[src/rtl/core/wpmc_pkg.sv]
// Shared types and constants of the white pixel mask and centroid unit.
// No dependencies.
`timescale 1ns / 1ps
package wpmc_pkg;

  localparam int unsigned ChanW    = 8;
  localparam int unsigned CfgW     = 24;
  localparam int unsigned WidthW   = 13;
  localparam int unsigned OffW     = 15;
  localparam int unsigned QuotW    = 14;
  localparam int unsigned StepW    = 4;
  localparam int unsigned ScaleExt = 15;

  localparam int unsigned QueueDepth = 2;
  localparam int unsigned QPtrW      = 1;

  localparam logic [QuotW-1:0] FullScale = 14'd12800;

  localparam logic [ChanW-1:0]  ThresholdRst = 8'd180;
  localparam logic [CfgW-1:0]   LimitRst     = 24'd100;
  localparam logic [CfgW-1:0]   MinCountRst  = 24'd30;
  localparam logic [WidthW-1:0] WidthRst     = 13'd640;

  typedef enum logic [1:0] {
    REG_THRESHOLD   = 2'd0,
    REG_WHITE_LIMIT = 2'd1,
    REG_MIN_COUNT   = 2'd2,
    REG_FRAME_WIDTH = 2'd3
  } cfg_reg_e;

  typedef struct packed {
    logic [ChanW-1:0] red;
    logic [ChanW-1:0] green;
    logic [ChanW-1:0] blue;
    logic             last;
    logic             seen;
    logic             calc;
  } pix_t;

endpackage

[src/rtl/core/wpmc_front.sv]
// Front end: thresholds each pixel, keeps the frame count and column sum,
// and hands classified requests to the queue. Depends on wpmc_pkg.
`timescale 1ns / 1ps
module wpmc_front import wpmc_pkg::*; #(
  parameter int unsigned COLUMN_BITS = 12,
  parameter int unsigned COUNT_BITS  = 24
) (
  input  logic                                clk_i,
  input  logic                                rst_ni,
  input  logic                                pixel_valid_i,
  output logic                                pixel_ready_o,
  input  logic [ChanW-1:0]                    pixel_red_i,
  input  logic [ChanW-1:0]                    pixel_green_i,
  input  logic [ChanW-1:0]                    pixel_blue_i,
  input  logic [COLUMN_BITS-1:0]              column_i,
  input  logic                                last_in_frame_i,
  input  logic [ChanW-1:0]                    threshold_i,
  input  logic [CfgW-1:0]                     white_limit_i,
  input  logic [CfgW-1:0]                     min_count_i,
  input  logic [WidthW-1:0]                   frame_width_i,
  output logic                                q_valid_o,
  input  logic                                q_ready_i,
  output pix_t                                q_pix_o,
  output logic [COUNT_BITS-1:0]               q_count_o,
  output logic [COUNT_BITS+COLUMN_BITS-1:0]   q_sum_o
);

  localparam int unsigned SumW = COUNT_BITS + COLUMN_BITS;
  localparam int unsigned CntCmpW = (COUNT_BITS > CfgW) ? COUNT_BITS : CfgW;

  logic [COUNT_BITS-1:0] count_q, count_d, count_new;
  logic [SumW-1:0]       sum_q, sum_d, sum_new;
  logic                  accept, white, bump;
  logic [CntCmpW-1:0]    count_ext;

  assign pixel_ready_o = q_ready_i;
  assign q_valid_o     = pixel_valid_i;
  assign accept        = pixel_valid_i && q_ready_i;

  assign white = (pixel_red_i > threshold_i) && (pixel_green_i > threshold_i) &&
                 (pixel_blue_i > threshold_i);
  assign bump      = white && (count_q != '1);
  assign count_new = count_q + COUNT_BITS'(bump);
  assign sum_new   = sum_q + (bump ? SumW'(column_i) : '0);
  assign count_ext = CntCmpW'(count_new);

  always_comb begin
    q_pix_o.red   = white ? pixel_red_i : '0;
    q_pix_o.green = white ? pixel_green_i : '0;
    q_pix_o.blue  = white ? pixel_blue_i : '0;
    q_pix_o.last  = last_in_frame_i;
    q_pix_o.seen  = last_in_frame_i && (count_ext >= CntCmpW'(white_limit_i));
    q_pix_o.calc  = last_in_frame_i && (count_ext >= CntCmpW'(min_count_i)) &&
                    (count_new != '0) && (frame_width_i != '0);
  end

  assign q_count_o = count_new;
  assign q_sum_o   = sum_new;

  always_comb begin
    count_d = count_q;
    sum_d   = sum_q;
    if (accept) begin
      if (last_in_frame_i) begin
        count_d = '0;
        sum_d   = '0;
      end else begin
        count_d = count_new;
        sum_d   = sum_new;
      end
    end
  end

  always_ff @(posedge clk_i or negedge rst_ni) begin
    if (!rst_ni) begin
      count_q <= '0;
      sum_q   <= '0;
    end else begin
      count_q <= count_d;
      sum_q   <= sum_d;
    end
  end

endmodule

[src/rtl/core/wpmc_queue.sv]
// Short request queue between the front and back ends.
// Depends on wpmc_pkg for its depth.
`timescale 1ns / 1ps
module wpmc_queue import wpmc_pkg::*; #(
  parameter int unsigned DATA_W = 8
) (
  input  logic              clk_i,
  input  logic              rst_ni,
  input  logic              in_valid_i,
  output logic              in_ready_o,
  input  logic [DATA_W-1:0] in_data_i,
  output logic              out_valid_o,
  input  logic              out_ready_i,
  output logic [DATA_W-1:0] out_data_o
);

  logic [DATA_W-1:0] mem_q [QueueDepth];
  logic [QPtrW-1:0]  wr_ptr_q, wr_ptr_d, rd_ptr_q, rd_ptr_d;
  logic [QPtrW:0]    fill_q, fill_d;
  logic              push, pop;

  assign in_ready_o  = (fill_q != (QPtrW+1)'(QueueDepth));
  assign out_valid_o = (fill_q != '0);
  assign out_data_o  = mem_q[rd_ptr_q];
  assign push        = in_valid_i && in_ready_o;
  assign pop         = out_valid_o && out_ready_i;

  always_comb begin
    wr_ptr_d = push ? wr_ptr_q + 1'b1 : wr_ptr_q;
    rd_ptr_d = pop ? rd_ptr_q + 1'b1 : rd_ptr_q;
    fill_d   = fill_q + (QPtrW+1)'(push) - (QPtrW+1)'(pop);
  end

  always_ff @(posedge clk_i) begin
    if (push) begin
      mem_q[wr_ptr_q] <= in_data_i;
    end
  end

  always_ff @(posedge clk_i or negedge rst_ni) begin
    if (!rst_ni) begin
      wr_ptr_q <= '0;
      rd_ptr_q <= '0;
      fill_q   <= '0;
    end else begin
      wr_ptr_q <= wr_ptr_d;
      rd_ptr_q <= rd_ptr_d;
      fill_q   <= fill_d;
    end
  end

endmodule

[src/rtl/core/wpmc_back.sv]
// Back end: passes masked pixels to the result register and, at a calc frame end,
// works out the centroid offset with a shift-subtract divider. Depends on wpmc_pkg.
`timescale 1ns / 1ps
module wpmc_back import wpmc_pkg::*; #(
  parameter int unsigned COLUMN_BITS = 12,
  parameter int unsigned COUNT_BITS  = 24
) (
  input  logic                              clk_i,
  input  logic                              rst_ni,
  input  logic                              q_valid_i,
  output logic                              q_ready_o,
  input  pix_t                              q_pix_i,
  input  logic [COUNT_BITS-1:0]             q_count_i,
  input  logic [COUNT_BITS+COLUMN_BITS-1:0] q_sum_i,
  input  logic [WidthW-1:0]                 frame_width_i,
  output logic                              result_valid_o,
  input  logic                              result_ready_i,
  output logic [ChanW-1:0]                  out_red_o,
  output logic [ChanW-1:0]                  out_green_o,
  output logic [ChanW-1:0]                  out_blue_o,
  output logic                              frame_done_o,
  output logic                              white_seen_o,
  output logic signed [OffW-1:0]            centroid_offset_o
);

  localparam int unsigned SumW = COUNT_BITS + COLUMN_BITS;
  localparam int unsigned TwW  = SumW + 1;
  localparam int unsigned DenW = COUNT_BITS + WidthW;
  localparam int unsigned CmpW = (TwW > DenW) ? TwW : DenW;
  localparam int unsigned NumW = DenW + ScaleExt;

  typedef enum logic [4:0] {
    ST_IDLE = 5'b00001,
    ST_MUL  = 5'b00010,
    ST_PREP = 5'b00100,
    ST_DIV  = 5'b01000,
    ST_DONE = 5'b10000
  } back_state_e;

  back_state_e       state_q, state_d;
  logic [DenW-1:0]   den_q, den_d;
  logic [NumW-1:0]   rem_q, rem_d, dsh_q, dsh_d;
  logic [QuotW-1:0]  quot_q, quot_d, mag;
  logic [StepW-1:0]  step_q, step_d;
  logic              neg_q, neg_d, sat_q, sat_d;
  logic              res_valid_q, res_valid_d;
  pix_t              res_pix_q, res_pix_d;
  logic [OffW-1:0]   res_off_q, res_off_d, off_calc;
  logic              out_free, ge;
  logic [CmpW-1:0]   twice, den_ext, diff;
  logic [NumW-1:0]   diff_n;

  assign out_free = !res_valid_q || result_ready_i;

  assign twice   = CmpW'({q_sum_i, 1'b0});
  assign den_ext = CmpW'(den_q);
  assign diff    = (twice < den_ext) ? den_ext - twice : twice - den_ext;
  assign diff_n  = NumW'(diff[DenW-1:0]);
  assign ge      = (rem_q >= dsh_q);
  assign mag     = sat_q ? FullScale : quot_q;
  assign off_calc = neg_q ? OffW'(0) - OffW'(mag) : OffW'(mag);

  always_comb begin
    state_d     = state_q;
    den_d       = den_q;
    rem_d       = rem_q;
    dsh_d       = dsh_q;
    quot_d      = quot_q;
    step_d      = step_q;
    neg_d       = neg_q;
    sat_d       = sat_q;
    res_valid_d = res_valid_q && !result_ready_i;
    res_pix_d   = res_pix_q;
    res_off_d   = res_off_q;
    q_ready_o   = 1'b0;
    case (state_q)
      ST_IDLE: begin
        if (q_valid_i) begin
          if (q_pix_i.calc) begin
            state_d = ST_MUL;
          end else if (out_free) begin
            q_ready_o   = 1'b1;
            res_valid_d = 1'b1;
            res_pix_d   = q_pix_i;
            res_off_d   = '0;
          end
        end
      end
      ST_MUL: begin
        den_d   = DenW'(q_count_i) * DenW'(frame_width_i);
        state_d = ST_PREP;
      end
      ST_PREP: begin
        neg_d   = (twice < den_ext);
        sat_d   = (diff >= den_ext);
        rem_d   = (diff_n << 14) + (diff_n << 13) + (diff_n << 10) + NumW'(den_q);
        dsh_d   = NumW'({den_q, 1'b0}) << (QuotW - 1);
        quot_d  = '0;
        step_d  = StepW'(QuotW - 1);
        state_d = ST_DIV;
      end
      ST_DIV: begin
        if (ge) begin
          rem_d = rem_q - dsh_q;
        end
        quot_d = {quot_q[QuotW-2:0], ge};
        dsh_d  = dsh_q >> 1;
        if (step_q == '0) begin
          state_d = ST_DONE;
        end else begin
          step_d = step_q - 1'b1;
        end
      end
      ST_DONE: begin
        if (out_free) begin
          q_ready_o   = 1'b1;
          res_valid_d = 1'b1;
          res_pix_d   = q_pix_i;
          res_off_d   = off_calc;
          state_d     = ST_IDLE;
        end
      end
      default: begin
        state_d = ST_IDLE;
      end
    endcase
  end

  always_ff @(posedge clk_i or negedge rst_ni) begin
    if (!rst_ni) begin
      state_q     <= ST_IDLE;
      res_valid_q <= 1'b0;
    end else begin
      state_q     <= state_d;
      res_valid_q <= res_valid_d;
    end
  end

  always_ff @(posedge clk_i) begin
    den_q     <= den_d;
    rem_q     <= rem_d;
    dsh_q     <= dsh_d;
    quot_q    <= quot_d;
    step_q    <= step_d;
    neg_q     <= neg_d;
    sat_q     <= sat_d;
    res_pix_q <= res_pix_d;
    res_off_q <= res_off_d;
  end

  assign result_valid_o    = res_valid_q;
  assign out_red_o         = res_pix_q.red;
  assign out_green_o       = res_pix_q.green;
  assign out_blue_o        = res_pix_q.blue;
  assign frame_done_o      = res_pix_q.last;
  assign white_seen_o      = res_pix_q.seen;
  assign centroid_offset_o = $signed(res_off_q);

endmodule

[src/rtl/core/white_pixel_mask_centroid_unit.sv]
// Path: a pixel passes through the queue and then the result register to reach the result port; a frame-end
// pixel that needs an offset also passes the back end's queue hand-off, multiply, set-up, 14-step divider and output.
// Throughput: one pixel per cycle while the queue has room; each frame-end offset holds the back end,
// during which the two-entry queue takes one more pixel and then the input stalls.
// Reset (asynchronous, active low): clears the counters, queue and result valid
// flag, and loads the registers with threshold 180, limits 100 and 30, width 640.
`timescale 1ns / 1ps
module white_pixel_mask_centroid_unit import wpmc_pkg::*; #(
  parameter int unsigned COLUMN_BITS = 12,
  parameter int unsigned COUNT_BITS  = 24
) (
  input  logic                   clk_i,
  input  logic                   rst_ni,
  input  logic                   cfg_we_i,
  input  logic [1:0]             cfg_idx_i,
  input  logic [CfgW-1:0]        cfg_wdata_i,
  input  logic                   pixel_valid_i,
  output logic                   pixel_ready_o,
  input  logic [ChanW-1:0]       pixel_red_i,
  input  logic [ChanW-1:0]       pixel_green_i,
  input  logic [ChanW-1:0]       pixel_blue_i,
  input  logic [COLUMN_BITS-1:0] column_i,
  input  logic                   last_in_frame_i,
  output logic                   result_valid_o,
  input  logic                   result_ready_i,
  output logic [ChanW-1:0]       out_red_o,
  output logic [ChanW-1:0]       out_green_o,
  output logic [ChanW-1:0]       out_blue_o,
  output logic                   frame_done_o,
  output logic                   white_seen_o,
  output logic signed [OffW-1:0] centroid_offset_o
);

  localparam int unsigned SumW  = COUNT_BITS + COLUMN_BITS;
  localparam int unsigned QDataW = $bits(pix_t) + COUNT_BITS + SumW;

  logic [ChanW-1:0]  threshold_q, threshold_d;
  logic [CfgW-1:0]   limit_q, limit_d, min_count_q, min_count_d;
  logic [WidthW-1:0] width_q, width_d;

  logic              fq_valid, fq_ready, bq_valid, bq_ready;
  pix_t              f_pix, b_pix;
  logic [COUNT_BITS-1:0] f_count, b_count;
  logic [SumW-1:0]   f_sum, b_sum;
  logic [QDataW-1:0] q_in, q_out;

  always_comb begin
    threshold_d = threshold_q;
    limit_d     = limit_q;
    min_count_d = min_count_q;
    width_d     = width_q;
    if (cfg_we_i) begin
      case (cfg_reg_e'(cfg_idx_i))
        REG_THRESHOLD:   threshold_d = cfg_wdata_i[ChanW-1:0];
        REG_WHITE_LIMIT: limit_d     = cfg_wdata_i;
        REG_MIN_COUNT:   min_count_d = cfg_wdata_i;
        REG_FRAME_WIDTH: width_d     = cfg_wdata_i[WidthW-1:0];
        default: begin
        end
      endcase
    end
  end

  always_ff @(posedge clk_i or negedge rst_ni) begin
    if (!rst_ni) begin
      threshold_q <= ThresholdRst;
      limit_q     <= LimitRst;
      min_count_q <= MinCountRst;
      width_q     <= WidthRst;
    end else begin
      threshold_q <= threshold_d;
      limit_q     <= limit_d;
      min_count_q <= min_count_d;
      width_q     <= width_d;
    end
  end

  wpmc_front #(
    .COLUMN_BITS(COLUMN_BITS),
    .COUNT_BITS (COUNT_BITS)
  ) u_front (
    .clk_i          (clk_i),
    .rst_ni         (rst_ni),
    .pixel_valid_i  (pixel_valid_i),
    .pixel_ready_o  (pixel_ready_o),
    .pixel_red_i    (pixel_red_i),
    .pixel_green_i  (pixel_green_i),
    .pixel_blue_i   (pixel_blue_i),
    .column_i       (column_i),
    .last_in_frame_i(last_in_frame_i),
    .threshold_i    (threshold_q),
    .white_limit_i  (limit_q),
    .min_count_i    (min_count_q),
    .frame_width_i  (width_q),
    .q_valid_o      (fq_valid),
    .q_ready_i      (fq_ready),
    .q_pix_o        (f_pix),
    .q_count_o      (f_count),
    .q_sum_o        (f_sum)
  );

  assign q_in = {f_pix, f_count, f_sum};
  assign {b_pix, b_count, b_sum} = q_out;

  wpmc_queue #(
    .DATA_W(QDataW)
  ) u_queue (
    .clk_i      (clk_i),
    .rst_ni     (rst_ni),
    .in_valid_i (fq_valid),
    .in_ready_o (fq_ready),
    .in_data_i  (q_in),
    .out_valid_o(bq_valid),
    .out_ready_i(bq_ready),
    .out_data_o (q_out)
  );

  wpmc_back #(
    .COLUMN_BITS(COLUMN_BITS),
    .COUNT_BITS (COUNT_BITS)
  ) u_back (
    .clk_i            (clk_i),
    .rst_ni           (rst_ni),
    .q_valid_i        (bq_valid),
    .q_ready_o        (bq_ready),
    .q_pix_i          (b_pix),
    .q_count_i        (b_count),
    .q_sum_i          (b_sum),
    .frame_width_i    (width_q),
    .result_valid_o   (result_valid_o),
    .result_ready_i   (result_ready_i),
    .out_red_o        (out_red_o),
    .out_green_o      (out_green_o),
    .out_blue_o       (out_blue_o),
    .frame_done_o     (frame_done_o),
    .white_seen_o     (white_seen_o),
    .centroid_offset_o(centroid_offset_o)
  );

endmodule

[config.mk]
export PLATFORM = sky130hd
export DESIGN_NAME = white_pixel_mask_centroid_unit
export DESIGN_NICKNAME = d
export VERILOG_FILES = /design/src/rtl/core/wpmc_pkg.sv /design/src/rtl/core/wpmc_front.sv /design/src/rtl/core/wpmc_queue.sv /design/src/rtl/core/wpmc_back.sv /design/src/rtl/core/white_pixel_mask_centroid_unit.sv
export SDC_FILE = /design/constraint.sdc
export NUM_CORES = 2
export LEC_CHECK = 0
export ABC_AREA = 1
export BUFFER_PORTS_ARGS = -buffer_cell sky130_fd_sc_hd__buf_4
export CORE_UTILIZATION = 40
export DETAILED_ROUTE_END_ITERATION = 7
export SKIP_LAST_GASP = 1
export SYNTH_ARGS = -nofsm -noshare
export SYNTH_HDL_FRONTEND = slang
export SYNTH_SLANG_ARGS = --single-unit
[constraint.sdc]
create_clock -name clk_i -period 6.71 [get_ports clk_i]
set_clock_uncertainty 0.1 [all_clocks]
set_input_delay 0.671 -clock clk_i [delete_from_list [all_inputs] [get_ports clk_i]]
set_output_delay 0.671 -clock clk_i [all_outputs]
set_load 0.02 [all_outputs]
==> flow_metrics.py <==
metrics = {
    "global_routing": {
        "grt_usage": 0.262,
        "grt_max_degree": 89,
        "grt_pass1_vias": 41100,
        "antenna_found_initial": 4,
        "grt_pass1_wl_um": 241000,
        "grt_remaining_overflow": 0,
    },
    "synthesis": {
        "syn_area_sq_mm": 0.0471,
        "synth_edf_count": 375,
        "ys_seq_area_frac": 0.313,
        "netlist_instances": 6035,
        "yosysWarnings": 0,
        "synth_area_leaders": "edfxtp_1, fa_1, nand2_1",
        "syn-num-nets": 6795,
        "synth_ff_type": "edfxtp_1",
        "synth.top_cell.area_share": 0.239,
        "yosysTopAreaCell": "edfxtp_1",
        "async_flop_share": 0.270,
        "postSynthAreaPerCell_sq_um": 7.80,
        "yosysUniqueCellTypes": 55,
        "synth-seq-cells": 514,
    },
    "layout": {
        "multi_input_area_sq_mm": 0.0280,
        "final_cell_area_sq_mm": 0.0528,
        "syn2layout_area_growth_pct": 12.1,
        "seq_area_sq_mm": 0.0148,
        "drive_gt1_frac": 0.0847,
        "fillers": 11700,
        "layout.nets": 7012,
    },
    "critical_path": {
        "crit_fanout": 11,
        "path_buf_inv": 10,
        "critPathRequiredTime_ps": 7020,
        "cp-start-kind": "flip-flop",
        "critPathKind": "reg2reg",
        "cp_common_cell": "o21ai_0",
        "worst_path_largest_cell_delay_ps": 540,
        "cp_top_family": "adder cells",
        "rrSetupSlack_ps": 190,
        "worst_setup_path_end_kind": "flip-flop",
        "crit_slowest_cell": "fa_1",
        "critPathLaunch": "u_queue.rd_ptr_q$_DFFE_PN0P_",
        "cp.arrival_ps": 6840,
        "r2r_start": "u_queue.rd_ptr_q$_DFFE_PN0P_",
    },
    "placement": {
        "dp_hpwl_um": 128000,
        "dp_slack_ps": 51.3,
        "port_buffers": 110,
        "placed_cell_area_sq_mm": 0.0507,
        "place_congestion": 1.01,
    },
    "clocking": {
        "clk-insertion-delay-late_ps": 680,
        "cts_tree": "built",
        "cts_sinks": 514,
        "root_buffer": "clkbuf_16",
        "path_clk_slew_ps": 70,
        "clockBufferDepth": 3,
        "cts_buffers": 58,
        "cts_hold_buf": 0,
        "cts_max_level": 2,
    },
    "run": {
        "cap_violations": 0,
    },
    "detailed_routing": {
        "route.met2.wl_um": 73100,
        "wl_met1_um": 68000,
        "routed_wl_um": 156000,
        "wl_met3_um": 8930,
        "drt_iter0_markers": 3005,
        "wl_per_cell_um": 20.0,
        "dr.pass1.iters": 6,
        "vias": 40800,
        "drc": 0,
        "highest_layer": "met5",
        "ant_nets": 0,
        "via_per_inst": 5.22,
    },
    "die": {
        "ios": 111,
        "die_h_um": 345,
        "start_util": 0.404,
        "placementRows": 125,
        "core_sq_mm": 0.117,
        "die-area_sq_mm": 0.119,
        "die_width_um": 345,
    },
    "timing": {
        "whs_ps": 18.5,
        "clock.fmax_mhz": 153,
        "period_needed_ps": 6520,
        "fin_ws_ps": 189,
        "period_share": 0.972,
        "rsz0062_at_grt": "true",
        "max_slew_margin": 0.154,
        "hold_viol": 0,
        "tightest_slew_ps": 1260,
        "finalSetupViolations": 0,
        "slew_viol_final": 0,
    },
    "run_status": {
        "status": "complete, no violations",
    },
    "worst_hold_path": {
        "min_path_type": "in2async",
    },
}
==> worst register-to-register path: cells and delay by family (launching register included) <==
| family | cells | cell delay [ps] |
|---|---|---|
| and+or+nand+nor | 8 | 1060 |
| buffers and inverters | 10 | 1240 |
| DFF | 1 | 400 |
| AOI/OAI and AO/OA | 8 | 1600 |
| adders and majority gates | 5 | 1850 |
==> cells by family (layout without fill, tap and decap cells) <==
family | after synthesis | count (layout) | share of synthesized area
and+or+nand+nor | 2543 | 2543 | 0.225
buffers and inverters | 1194 | 1460 | 0.0960
AOI/OAI and AO/OA | 969 | 969 | 0.112
adders and majority gates | 692 | 692 | 0.231
DFF | 514 | 514 | 0.313
xor gates and xnor gates | 121 | 121 | 0.0225
muxes | 2 | 2 | 0.000425
other | 0 | 1 | 0
==> placed cells by master (no fill, tap or decap), types with 38 or more instances in the layout <==
master	count
xor2_1	93
or2_2	76
o21ai_0	388
nor3_1	51
dfrtp_1	124
clkbuf_16	58
nand4_1	78
o21bai_1	38
fa_1	295
nand2_1	1409
ha_1	393
edfxtp_1	375
a21oi_1	384
nor2_1	607
inv_1	1056
nand3_1	207
buf_4	272
==> area by class of cell <==
cell class / instances / share of cell area
multi-input combinational: 4327 / 0.530
sequential: 514 / 0.280
inverter: 1074 / 0.0764
timing repair buffer: 277 / 0.0404
tap: 1524 / 0.0361
clock buffer: 73 / 0.0289
clock inverter: 36 / 0.00874
antenna: 1 / 0.0000474
==> registers in the layout (all words and copies together) (netlist names), 14 cells and up <==
name	count
min_count_q	24
u_back.dsh_q	51
u_front.sum_q	36
u_back.centroid_offset_o	15
limit_q	24
u_back.rem_q	52
u_back.den_ext	37
u_back.quot_q	14
u_queue.mem_q	174
u_front.count_q	24
==> per-stage QoR <==
step / utilization / setup TNS [ps] / std cells
6_report: 0.453 / 0 / 7826
5_1_grt: 0.453 / -135 / 7825
2_1_floorplan: - / 0 / 6035
3_3_place_gp: 0.435 / 0 / 7716
4_1_cts: 0.452 / 0 / 7825
3_5_place_dp: 0.435 / 0 / 7716
==> routing by layer <==
metal  vias up  GRT usage
met4         4     0.0989
met3       300     0.0367
met1     19500      0.340
met5         -          0
met2      1209      0.441
li1      19800          -
==> final timing paths <==
kind | cells past startpoint | end
max | 31 | u_back.rem_q[32]$_DFFE_PP_
min | 1 | u_front.sum_q[28]$_DFFE_PN0P_
max reg2reg | 31 | u_back.rem_q[32]$_DFFE_PP_
min reg2reg | 2 | min_count_q[16]$_DFFE_PN0P_
max in group asynchronous | 2 | width_q[12]$_DFFE_PN0P_
min in group clk_i | 3 | limit_q[23]$_DFFE_PN0P_
==> Yosys cell counts, types with 19 or more instances <==
master,number
fa_1,295
xor2_1,94
nor3_1,53
nor2_1,618
xnor2_1,27
a21o_1,27
dfrtp_1,125
nor4_1,22
a21oi_1,387
edfxtp_1,375
o21ai_0,397
or2_2,76
nand4_1,78
nand2_1,1414
nor3b_1,21
nand3_1,209
o21a_1,19
o22ai_1,27
inv_1,1060
clkbuf_1,101
ha_1,397
o21bai_1,39
==> timing repair <==
| action | 4_1_cts | 5_1_grt |
|---|---|---|
| buffers inserted | 0 | 0 |
| endpoints found under the setup margin | 0 | 41 |
| gates resized for setup | 0 | 48 |
Power is not shown: default switching activity piles up to over one toggle a cycle in this logic, so the estimate is an artifact.
